`config.mk`:
```
export PLATFORM = sky130hd
export DESIGN_NAME = dhp_front_flat
export DESIGN_NICKNAME = d
export VERILOG_FILES = /design/src/hw/rtl/dhp_pkg.sv /design/src/hw/rtl/dhp_if.sv /design/src/hw/rtl/dhp_front.sv /design/src/flat_wrapper.sv
export SDC_FILE = /design/constraint.sdc
export NUM_CORES = 1
export LEC_CHECK = 0
export BUFFER_PORTS_ARGS = -buffer_cell sky130_fd_sc_hd__clkbuf_2
export CORE_UTILIZATION = 35
export CTS_CLUSTER_DIAMETER = 200
export CTS_CLUSTER_SIZE = 40
export DETAILED_ROUTE_END_ITERATION = 10
export SLEW_MARGIN = 25
export SYNTH_ARGS = -nofsm -noshare
export SYNTH_HDL_FRONTEND = slang
export SYNTH_SLANG_ARGS = --single-unit
```
`constraint.sdc`:
```
create_clock -name clk -period 6.5 [get_ports clk]
set_input_delay 0 -clock clk [delete_from_list [all_inputs] [get_ports clk]]
set_output_delay 0 -clock clk [all_outputs]
set_load 0.01 [all_outputs]
```
`src/hw/rtl/dhp_pkg.sv`:
```
// ----------------------------------------------------------------------------
// dhp_pkg
// shared types and constants for the density histogram block
// ----------------------------------------------------------------------------
package dhp_pkg;
  localparam int unsigned DEF_MAX_SAMPLES = 1024;
  localparam int unsigned DEF_MAX_BINS    = 64;
  localparam int unsigned SAMPLE_W        = 32;
  localparam int unsigned BINCFG_W        = 7;
  localparam int unsigned BINIDX_W        = 6;
  localparam int unsigned DENS_W          = 32;
  localparam logic [BINCFG_W-1:0] BIN_COUNT_RST = 7'd30;

  typedef struct packed {
    logic [SAMPLE_W-1:0] sample;
    logic                last_sample;
  } in_item_t;

  typedef struct packed {
    logic [BINIDX_W-1:0] bin_index;
    logic [DENS_W-1:0]   density;
    logic [BINIDX_W-1:0] peak_bin;
    logic                exponential_guess;
    logic                last_bin;
  } out_item_t;
endpackage

```
`src/hw/rtl/dhp_if.sv`:
```
// ----------------------------------------------------------------------------
// dhp_in_if / dhp_out_if
// valid/ready channels for samples and bin results
// ----------------------------------------------------------------------------
interface dhp_in_if;
  logic                 valid;
  logic                 ready;
  logic signed [31:0]   sample;
  logic                 last_sample;
  modport source (output valid, sample, last_sample, input ready);
  modport sink   (input valid, sample, last_sample, output ready);
endinterface


```
`src/hw/rtl/dhp_front.sv`:
```
// ----------------------------------------------------------------------------
// dhp_front
// accepts samples, stores them, tracks min and max, queues set-close events
// ----------------------------------------------------------------------------
module dhp_front import dhp_pkg::*; #(
  parameter int unsigned MAX_SAMPLES = DEF_MAX_SAMPLES
) (
  input  logic                           clk,
  input  logic                           rst_n,
  dhp_in_if.sink                         in_ch,
  output logic                           we,
  output logic [$clog2(MAX_SAMPLES)-1:0] waddr,
  output logic [SAMPLE_W-1:0]            wdata,
  output logic                           q_valid,
  input  logic                           q_ready,
  output logic [$clog2(MAX_SAMPLES+1)-1:0] q_n,
  output logic signed [SAMPLE_W-1:0]     q_min,
  output logic signed [SAMPLE_W-1:0]     q_max
);
  localparam int unsigned NW = $clog2(MAX_SAMPLES + 1);
  logic [NW-1:0]              cnt_r;
  logic signed [SAMPLE_W-1:0] min_r, max_r;
  logic                       qv_r;
  logic                       acc, store;
  logic signed [SAMPLE_W-1:0] mn_nxt, mx_nxt;

  // one-entry queue between front and back; a pending close stalls input
  assign in_ch.ready = !qv_r;
  assign acc   = in_ch.valid && in_ch.ready;
  assign store = acc && (cnt_r < NW'(MAX_SAMPLES));
  assign we    = store;
  assign waddr = cnt_r[$clog2(MAX_SAMPLES)-1:0];
  assign wdata = in_ch.sample;
  assign mn_nxt = (store && in_ch.sample < min_r) ? in_ch.sample : min_r;
  assign mx_nxt = (store && in_ch.sample > max_r) ? in_ch.sample : max_r;
  assign q_valid = qv_r;

  always_ff @(posedge clk) begin
    if (!rst_n) begin
      cnt_r <= '0;
      min_r <= 32'sh7FFFFFFF;
      max_r <= 32'sh80000000;
      qv_r  <= 1'b0;
    end else begin
      if (qv_r && q_ready) qv_r <= 1'b0;
      if (acc && in_ch.last_sample) begin
        qv_r  <= 1'b1;
        q_n   <= store ? cnt_r + 1'b1 : cnt_r;
        q_min <= mn_nxt;
        q_max <= mx_nxt;
        cnt_r <= '0;
        min_r <= 32'sh7FFFFFFF;
        max_r <= 32'sh80000000;
      end else begin
        if (store) cnt_r <= cnt_r + 1'b1;
        min_r <= mn_nxt;
        max_r <= mx_nxt;
      end
    end
  end
endmodule

```
`src/flat_wrapper.sv`:
```
// flat-port wrapper written by rule: the top's interface ports become plain ports
module dhp_front_flat import dhp_pkg::*;
#(
  parameter int unsigned MAX_SAMPLES = DEF_MAX_SAMPLES
)
  (clk, rst_n, we, waddr, wdata, q_valid, q_ready, q_n, q_min, q_max, in_ch_valid, in_ch_sample, in_ch_last_sample, in_ch_ready);
  dhp_in_if in_ch_i ();
  input  logic clk;
  input  logic rst_n;
  output logic we;
  output logic [$clog2(MAX_SAMPLES)-1:0] waddr;
  output logic [SAMPLE_W-1:0] wdata;
  output logic q_valid;
  input  logic q_ready;
  output logic [$clog2(MAX_SAMPLES+1)-1:0] q_n;
  output logic signed [SAMPLE_W-1:0] q_min;
  output logic signed [SAMPLE_W-1:0] q_max;
  input wire logic [$bits(in_ch_i.valid)-1:0] in_ch_valid;
  input wire logic [$bits(in_ch_i.sample)-1:0] in_ch_sample;
  input wire logic [$bits(in_ch_i.last_sample)-1:0] in_ch_last_sample;
  output wire logic [$bits(in_ch_i.ready)-1:0] in_ch_ready;
  assign in_ch_i.valid = in_ch_valid;
  assign in_ch_i.sample = in_ch_sample;
  assign in_ch_i.last_sample = in_ch_last_sample;
  assign in_ch_ready = in_ch_i.ready;
  dhp_front #(.MAX_SAMPLES(MAX_SAMPLES)) u_core (.clk(clk), .rst_n(rst_n), .in_ch(in_ch_i), .we(we), .waddr(waddr), .wdata(wdata), .q_valid(q_valid), .q_ready(q_ready), .q_n(q_n), .q_min(q_min), .q_max(q_max));
endmodule
```
==> flow_metrics.py, run 1 <==
metrics = {
    "cts": {
        "cts_tree": "yes",
        "cts_buffer_depth": 2,
        "cts-root-buf": "clkbuf_16",
        "cts_buffers": 17,
        "htree_num_levels": 4,
        "post-cts-setup-buffer-count": 0,
        "cts-resized-gates": 0,
        "insertion_delay_ps": 440,
        "holdBufCountCts": 8,
        "cts.clk_slew.worst_paths_ps": 60,
        "numClockSinks": 151,
    },
    "route": {
        "viasPerCell": 5.55,
        "drtIter0Drc": 554,
        "drc": 0,
        "firstDrtPassIters": 5,
        "routed_wl_mm": 28.5,
        "vias": 8731,
        "wire_per_inst_um": 18.1,
        "antenna_left": 0,
    },
    "placed_design": {
        "placed_area_mm2": 0.0106,
        "dp.final_hpwl_mm": 17.9,
        "gp_congestion": 0.820,
        "place_inst": 1530,
        "portBuffers": 156,
    },
    "synth": {
        "avgSynthCellArea_um2": 8.83,
        "async_reset_ff_share_pct": 0,
        "ys.warnings.count": 0,
        "ys_dominant_reg_cell": "dfxtp_1",
        "synth_nets": 1214,
        "ys_ff_latch": 151,
        "synth-seq-area-share_pct": 38.4,
        "postSynthCellCount": 1113,
        "ys_types": 50,
        "netlist_area_mm2": 0.00983,
        "synth_edf_count": 75,
    },
    "power": {
        "powerDensity_mw_per_mm2": 242,
        "p_leak_nw": 4.88,
        "irDropWorstVdd_mv": 0.143,
        "finalPower_mw": 2.75,
    },
    "worst_setup_path": {
        "arrival_ps": 4320,
        "endpoint_kind": "register",
        "cp_top_family": "simple AND/OR/NAND/NOR gates",
        "cp_common_cell": "nand4_1",
        "crit_chain": "inv_1 > ha_1 > nand4_1 > nor4_1 > nand4_1 > o22ai_1 > or4_1 > and2_2 > buf_4 > mux2_1",
        "start_kind": "register",
        "max_stage_delay_ps": 770,
        "critical_path.slowest_cell": "nor4_1",
        "cp.required_ps": 6670,
        "critPathMaxFanout": 46,
        "critPathKind": "register to register",
        "worstPathBufferInverterCount": 2,
    },
    "sta": {
        "slew_headroom_pct": 38.8,
        "setup_tns_ps": 0,
        "rsz0062_at_grt": "no",
        "fin_crit_sh_pct": 63.8,
        "maxSlewViolCount": 0,
        "finalCriticalPeriod_ps": 4140,
        "setup_violations": 0,
        "tightestPinTransition_ps": 915,
        "max_freq_mhz": 241,
        "hold_viol_final": 1,
        "finalClockSkew_ps": 11.7,
        "holdWs_ps": -4.54,
    },
    "cells_and_area": {
        "nNetsFinal": 1288,
        "drive_gt1_share_pct": 20.5,
        "area_delta_synth_final_pct": 15.5,
        "final_common_cell": "clkbuf_2",
        "num_antenna_cells": 0,
        "final_cell_mix": "clkbuf_2 (156), nand2_1 (121), nor3_1 (95)",
        "design_area_mm2": 0.0114,
        "fin_cells": 1572,
    },
    "floorplanning": {
        "num_io_pins": 157,
        "die-area_mm2": 0.0288,
        "start_util_pct": 36.1,
        "die_h_um": 170,
        "rows": 60,
        "core-area_mm2": 0.0273,
        "die_w_um": 170,
    },
    "global_route": {
        "grt_max_degree": 106,
        "grt_use_total_pct": 20.1,
        "antenna_found_initial": 0,
        "grt_pass1_vias": 8284,
        "grt_first_pass_wirelength_mm": 44.9,
        "grt-ovfl-total": 0,
    },
    "status": {
        "violations": "negative hold slack",
        "status": "complete, but fails checks",
    },
    "flow_run": {
        "drv_cap": 0,
    },
    "min_path": {
        "min_path_type": "input port to register",
    },
}
cell usage after synthesis, drive strengths merged (31+ instances only):
| master | n | area (um^2) |
|---|---|---|
| nor3 | 95 | 475 |
| o21a | 31 | 233 |
| ha | 64 | 801 |
| inv | 71 | 267 |
| clkbuf | 69 | 259 |
| a2111oi | 63 | 552 |
| o21ai | 76 | 380 |
| nor2 | 73 | 274 |
| dfxtp | 76 | 1520 |
| mux2i | 32 | 320 |
| buf | 61 | 427 |
| edfxtp | 75 | 2250 |
| nand2 | 122 | 458 |
| a31oi | 32 | 200 |
layer usage:
metal	vias up	share of wire, %	track usage, %
li1	4206	-	-
met2	313	46	33.0
met5	-	0	0
met4	0	2.5	7.72
met3	37	6.3	3.64
met1	4175	45	26.1
metrics by stage:
stage / utilization (%) / worst slack, ps
6_report: 41.7 / 2360
2_1_floorplan: - / 2230
3_3_place_gp: 39.0 / 2480
3_5_place_dp: 39.0 / 2460
5_1_grt: 41.7 / 2180
4_1_cts: 41.5 / 2420
worst paths after layout:
path | depth (start not counted) | to | slack, ps | from
min | 3 | u_core.min_r[11]$_SDFF_PP1_ | -5 | in_ch_sample[11]
min reg2reg | 2 | u_core.max_r[8]$_SDFF_PP0_ | 460 | u_core.max_r[8]$_SDFF_PP0_
max | 10 | u_core.q_min[1]$_DFFE_PP_ | 2360 | u_core.min_r[31]$_SDFF_PP0_
max reg2reg | 10 | u_core.q_min[1]$_DFFE_PP_ | 2360 | u_core.min_r[31]$_SDFF_PP0_
flip-flops by register name, indices dropped and copies added, names as in the netlist:
signal and flops:
u_core.cnt_r 11, u_core.max_r 32, u_core.min_r 32, u_core.q_max 32
u_core.q_min 32, u_core.q_n 11, u_core.q_valid 1
layout make-up:
type                       count  area, um^2
clock buffer                  20         447
clock inverter                12         144
fill                        2691       15900
inverter                      72         270
multi-input combinational    760        5210
sequential                   151        3770
tap                          372         465
timing repair buffer         185        1050
worst min-delay path, delay by kind of cell:
| family | cells | cell delay, ps |
|---|---|---|
| buffers and inverters | 1 | 190 |
| AO/OA/AOI/OAI | 2 | 200 |
cell families (layout without fill, tap and decap cells):
logic type      Yosys count  count (layout)  synth area share (%)
flops                   151             151                  38.4
fa+ha+maj                64              64                  8.15
xor+xnor                  9               9                 0.802
compound gates          282             282                  19.6
simple gates            343             343                  15.7
mux                      62              62                  7.69
buf+inv                 202             289                  9.73
report_power, final:
part,switching [mW],total (mW),internal (mW)
Combinational,0.433,0.653,0.220
Sequential,0.0215,1.08,1.06
Clock,0.430,1.01,0.582
No activity file was read; power rests on OpenSTA's default activity.
==> inputs of run 2 (changes only) <==
- clock period: 6.5 -> 4.25 ns (I/O delays scaled with it)
==> run 2 against run 1 <==
  * The run now ends clean
  * Cell count rose by 0.51%
  * Die area is the same
  * First-iteration DRC count shrank 1.4%
  * Hold slack improved by 7.4 ps
  * Sequential power up 54%
  * Register-to-register slack lost 1600 ps
  * Sequential cell count is the same
  * Via count decreased by 1.7%
  * Clock power grew 42%
  * Critical path depth unchanged
  * Critical endpoint is now u_core.q_max[9]$_DFFE_PP_
  * Largest power group unchanged
==> flow_metrics.py, run 2 (synthesis results as in run 1) <==
metrics = {
    "cells_and_area": {
        "nNetsFinal": 1296,
        "area_delta_synth_final_pct": 15.6,
        "drive_gt1_share_pct": 20.8,
        "design_area_mm2": 0.0114,
        "num_antenna_cells": 0,
        "final_cell_mix": "clkbuf_2 (156), nand2_1 (121), nor3_1 (95)",
        "nFillCells": 2675,
        "final_common_cell": "clkbuf_2",
    },
    "flow_run": {
        "drv_cap": 0,
    },
    "power": {
        "irDropWorstVdd_mv": 0.231,
        "p_leak_nw": 4.90,
        "power_frac_clock_pct": 35.0,
        "combPwrFrac_pct": 24.5,
        "p_sw_mw": 1.36,
        "power.share.sequential_pct": 40.5,
        "powerDensity_mw_per_mm2": 360,
        "switching_share_pct": 33.3,
        "finalPower_mw": 4.09,
        "p_int_mw": 2.73,
    },
    "worst_setup_path": {
        "critPathKind": "register to register",
        "worstSetupEndpoint": "u_core.q_max[9]$_DFFE_PP_",
        "cp.required_ps": 4370,
        "arrival_ps": 3640,
        "rr_endpoint": "u_core.q_max[9]$_DFFE_PP_",
        "rr_worst_depth": 10,
        "worstPathBufferInverterCount": 2,
        "timing.rr.start": "u_core.max_r[15]$_SDFF_PP0_",
        "crit_chain": "inv_1 > ha_1 > nand4_1 > nor4_1 > a31o_4 > buf_12 > nor2_1 > o21a_1 > a2111oi_0 > o21ai_0",
        "path_depth": 10,
        "crit_start": "u_core.max_r[15]$_SDFF_PP0_",
        "reg2reg_slack_ps": 730,
        "endpoint_kind": "register",
        "critical_path.slowest_cell": "nor4_1",
        "critPathMaxFanout": 47,
        "max_stage_delay_ps": 630,
        "cp_top_family": "compound AO/OA/AOI/OAI gates",
        "start_kind": "register",
    },
    "placed_design": {
        "dp.final_hpwl_mm": 18.5,
        "gp_congestion": 0.798,
        "portBuffers": 156,
        "placed_area_mm2": 0.0107,
    },
    "cts": {
        "cts-resized-gates": 0,
        "numClockSinks": 151,
        "htree_num_levels": 4,
        "cts-root-buf": "clkbuf_16",
        "cts_buffer_depth": 2,
        "insertion_delay_ps": 430,
        "cts_tree": "yes",
        "cts_buffers": 17,
        "cts.clk_slew.worst_paths_ps": 70,
    },
    "floorplanning": {
        "die_h_um": 170,
        "die-area_mm2": 0.0288,
        "rows": 60,
        "num_io_pins": 157,
        "core-area_mm2": 0.0273,
        "die_w_um": 170,
        "start_util_pct": 36.1,
    },
    "route": {
        "routed_wl_mm": 28.3,
        "vias": 8585,
        "viasPerCell": 5.43,
        "antenna_left": 0,
        "firstDrtPassIters": 5,
        "drc": 0,
        "drtIter0Drc": 546,
        "wire_per_inst_um": 17.9,
    },
    "sta": {
        "rsz0062_at_grt": "no",
        "maxSlewViolCount": 0,
        "finalCriticalPeriod_ps": 3520,
        "slew_headroom_pct": 47.1,
        "setup_violations": 0,
        "hold_viol_final": 0,
        "setup_tns_ps": 0,
        "tightestPinTransition_ps": 794,
        "finalClockSkew_ps": 12.4,
        "max_freq_mhz": 284,
        "fin_crit_sh_pct": 82.7,
    },
    "min_path": {
        "min_path_type": "input port to register",
    },
    "global_route": {
        "grt_max_degree": 76,
        "grt_use_total_pct": 19.7,
        "grt_pass1_vias": 7904,
        "grt_first_pass_wirelength_mm": 43.9,
        "grt-ovfl-total": 0,
        "antenna_found_initial": 0,
    },
    "status": {
        "status": "finished, final reports clean",
    },
}
## run 2: final cells by class
cell class	instances	area [um^2]	area share, %
Inverter	72	270	2.38
Sequential cell	151	3770	33.2
Timing Repair Buffer	193	1120	9.83
Clock buffer	18	429	3.78
Tap cell	372	465	4.10
Multi-Input combinational cell	760	5190	45.7
Clock inverter	14	113	0.991
## run 2: metal layers
metal	vias to the layer above	part of all wire [%]	GRT usage (%)	wire length, um
met3	27	5.1	2.94	1440
met2	266	48	33.3	13600
met1	4065	45	26.0	12800
met4	2	1.1	5.76	324
li1	4225	-	-	-
met5	-	0.21	1.57	59
## run 2: worst min-delay path, cell delays in order
cell	delay [ps]
clkbuf_2	190
a211oi_1	70
a31oi_1	130
## run 2: worst min-delay path by stage
stage | slack [ps] | from | cells past startpoint | end
floorplan | 90 | in_ch_sample[0] | 1 | wdata[0]
global placement | 280 | q_ready | 3 | u_core.q_valid$_SDFFE_PN0P_
detailed placement | 290 | q_ready | 3 | u_core.q_valid$_SDFFE_PN0P_
CTS | 1 | in_ch_sample[15] | 3 | u_core.min_r[15]$_SDFF_PP1_
global route | 20 | in_ch_sample[11] | 3 | u_core.min_r[11]$_SDFF_PP1_
finish | 3 | in_ch_sample[15] | 3 | u_core.min_r[15]$_SDFF_PP1_
## run 2: repair_timing
item	in CTS	in global routing
hold endpoints to repair	11	0
hold buffers	12	0
setup endpoints to repair	0	0
setup buffers	0	0
## run 2: power groups by stage
stage               registers [mW]  clock network [mW]  logic (mW)
detailed placement            1.69                   0       0.985
global placement              1.69                   0       0.973
finish                        1.66                1.43        1.00
CTS                           1.66                1.47       0.999
floorplan                     1.69                   0       0.694
global route                  1.66                1.53        1.11
## run 2: stage by stage
step,hold slack [ps],setup slack (ps),util (%),std cells
after CTS,1.46,774,41.7,1580
after global routing,18.0,415,41.7,1580
after floorplan,91.8,1230,-,1113
final,2.89,734,41.7,1580
after detailed placement,290,781,39.3,1536
after global placement,279,874,39.3,1536
==> inputs of run 3 (changes only) <==
- clock period: 4.25 -> 2.9 ns (I/O delays scaled with it)
==> run 3 against run 2 <==
  * Critical path type unchanged
  * First-iteration DRC count up 40%
  * Register-to-register slack worse by 730 ps
  * Critical path depth up 2
  * Sequential share of layout area down 4.1 points
  * Largest cell class unchanged
  * Cell area up 14%
  * Sequential cell count unchanged
  * Combinational power up 100%
==> flow_metrics.py, run 3 (synthesis results as in run 1) <==
metrics = {
    "cells_and_area": {
        "fin_util_pct": 47.7,
        "design_area_mm2": 0.0130,
        "fin_cells": 1691,
        "final_common_cell": "clkbuf_2",
        "final_cell_mix": "clkbuf_2 (156), nand2_1 (121), buf_4 (105)",
        "area_delta_synth_final_pct": 32.4,
        "drive_gt1_share_pct": 32.1,
        "nNetsFinal": 1406,
    },
    "cts": {
        "htree_num_levels": 4,
        "cts.clk_slew.worst_paths_ps": 70,
        "insertion_delay_ps": 440,
        "cts_buffer_depth": 2,
        "cts_tree": "yes",
        "cts_buffers": 17,
        "cts-root-buf": "clkbuf_16",
        "numClockSinks": 151,
    },
    "floorplanning": {
        "num_io_pins": 157,
        "die_h_um": 170,
        "start_util_pct": 36.1,
        "die_w_um": 170,
        "die-area_mm2": 0.0288,
        "rows": 60,
        "core-area_mm2": 0.0273,
    },
    "placed_design": {
        "place_inst": 1614,
        "placed_area_mm2": 0.0114,
        "dp.final_hpwl_mm": 21.1,
        "portBuffers": 156,
        "gp_congestion": 0.846,
    },
    "sta": {
        "rsz0062_at_grt": "yes",
        "tightestPinTransition_ps": 709,
        "finalClockSkew_ps": 21.0,
        "finalCriticalPeriod_ps": 2900,
        "maxSlewViolCount": 0,
        "setup_violations": 0,
        "max_freq_mhz": 345,
        "hold_viol_final": 0,
        "setup_tns_ps": 0,
        "fin_crit_sh_pct": 99.8,
        "slew_headroom_pct": 52.7,
    },
    "global_route": {
        "grtUsageMet1_pct": 26.9,
        "grt-ovfl-total": 0,
        "grt_max_degree": 76,
        "grt.busiest_layer": "met2",
        "grt_use_total_pct": 21.4,
        "antenna_found_initial": 2,
        "grt_pass1_vias": 8812,
        "gr-usage-met2_pct": 36.1,
        "grt_first_pass_wirelength_mm": 47.8,
        "use_met3_pct": 4.76,
    },
    "worst_setup_path": {
        "cp.required_ps": 3160,
        "worstSetupEndpoint": "u_core.q_max[17]$_DFFE_PP_",
        "start_kind": "register",
        "timing.rr.start": "u_core.max_r[27]$_SDFF_PP0_",
        "rr_worst_depth": 12,
        "endpoint_kind": "register",
        "critPathMaxFanout": 15,
        "reg2reg_slack_ps": 5,
        "arrival_ps": 3150,
        "rr_endpoint": "u_core.q_max[17]$_DFFE_PP_",
        "crit_start": "u_core.max_r[27]$_SDFF_PP0_",
        "critPathKind": "register to register",
    },
    "route": {
        "wire_per_inst_um": 19.6,
        "drc": 0,
        "firstDrtPassIters": 7,
        "viasPerCell": 5.64,
        "routed_wl_mm": 33.2,
        "vias": 9531,
        "antenna_left": 0,
        "drtIter0Drc": 762,
    },
    "power": {
        "irDropWorstVdd_mv": 0.407,
        "powerDensity_mw_per_mm2": 523,
        "p_leak_nw": 5.68,
        "finalPower_mw": 6.80,
    },
    "min_path": {
        "min_path_type": "input port to register",
    },
    "flow_run": {
        "drv_cap": 0,
    },
    "status": {
        "status": "finished, final reports clean",
    },
}
## run 3: cell types whose count changed in the layout (fill, tap and decap cells not counted), sizes merged
| cell | change |
|---|---|
| inv | +1 |
| diode | +1 |
| a31o | +1 |
| buf | +101 |
| clkinv | -2 |
| clkbuf | +11 |
| dlygate4sd3 | -4 |
| bufinv | +2 |
## run 3: how the worst min path moves through the flow
stage / from / endpoint / slack [ps] / cells after the start
finish: in_ch_sample[13] / u_core.min_r[13]$_SDFF_PP1_ / 10 / 3
global placement: q_ready / u_core.q_valid$_SDFFE_PN0P_ / 280 / 3
CTS: in_ch_sample[13] / u_core.min_r[13]$_SDFF_PP1_ / 4 / 3
global route: in_ch_sample[13] / u_core.min_r[13]$_SDFF_PP1_ / 9 / 3
detailed placement: q_ready / u_core.q_valid$_SDFFE_PN0P_ / 280 / 3
floorplan: in_ch_sample[0] / wdata[0] / 90 / 1
## run 3: final cells by class
cell class / instances / area [um^2]
Fill cell: 2572 / 14200
Sequential cell: 151 / 3790
Antenna cell: 1 / 2.50
Timing Repair Buffer: 302 / 2310
Inverter: 72 / 270
Clock inverter: 15 / 179
Tap cell: 372 / 465
Clock buffer: 17 / 425
Multi-Input combinational cell: 761 / 5570
## run 3: through the flow
stage / hold slack [ps] / setup WS (ps)
floorplan: 91.8 / -4.89
global placement: 282 / -16.2
detailed placement: 283 / -111
CTS: 3.88 / 11.2
global route: 9.12 / -85.8
finish: 10.4 / 4.61
## run 3: timing repair
item                                   in CTS  in global routing
resized for setup                          13                115
endpoints found under the hold margin       8                  0
setup endpoints to repair                  34                 98
gates cloned                                0                 15
pin swaps                                   5                 28
hold buffers                                8                  0
setup buffers                               1                 20
## run 3: layer usage
metal	vias to the layer above	wire (um)
li1	4469	-
met1	4600	14300
met2	400	15700
met3	60	2330
met4	2	800
met5	-	9
## run 3: power breakdown
part | internal, mW | leakage [nW] | switching [mW]
registers | 2.38 | 1.30 | 0.0503
logic | 0.843 | 4.09 | 1.16
clock network | 1.31 | 0.290 | 1.05
total | 4.53 | 5.68 | 2.27
## run 3: worst max-delay path, cell delays in order (launching register included)
cell,delay (ps)
dfxtp_1,330
inv_1,50
ha_1,290
buf_4,140
a21oi_1,140
o21ai_0,100
a22oi_1,260
o211ai_1,160
buf_4,210
buf_6,180
a2111oi_1,660
a2111oi_4,50
o21ai_2,140
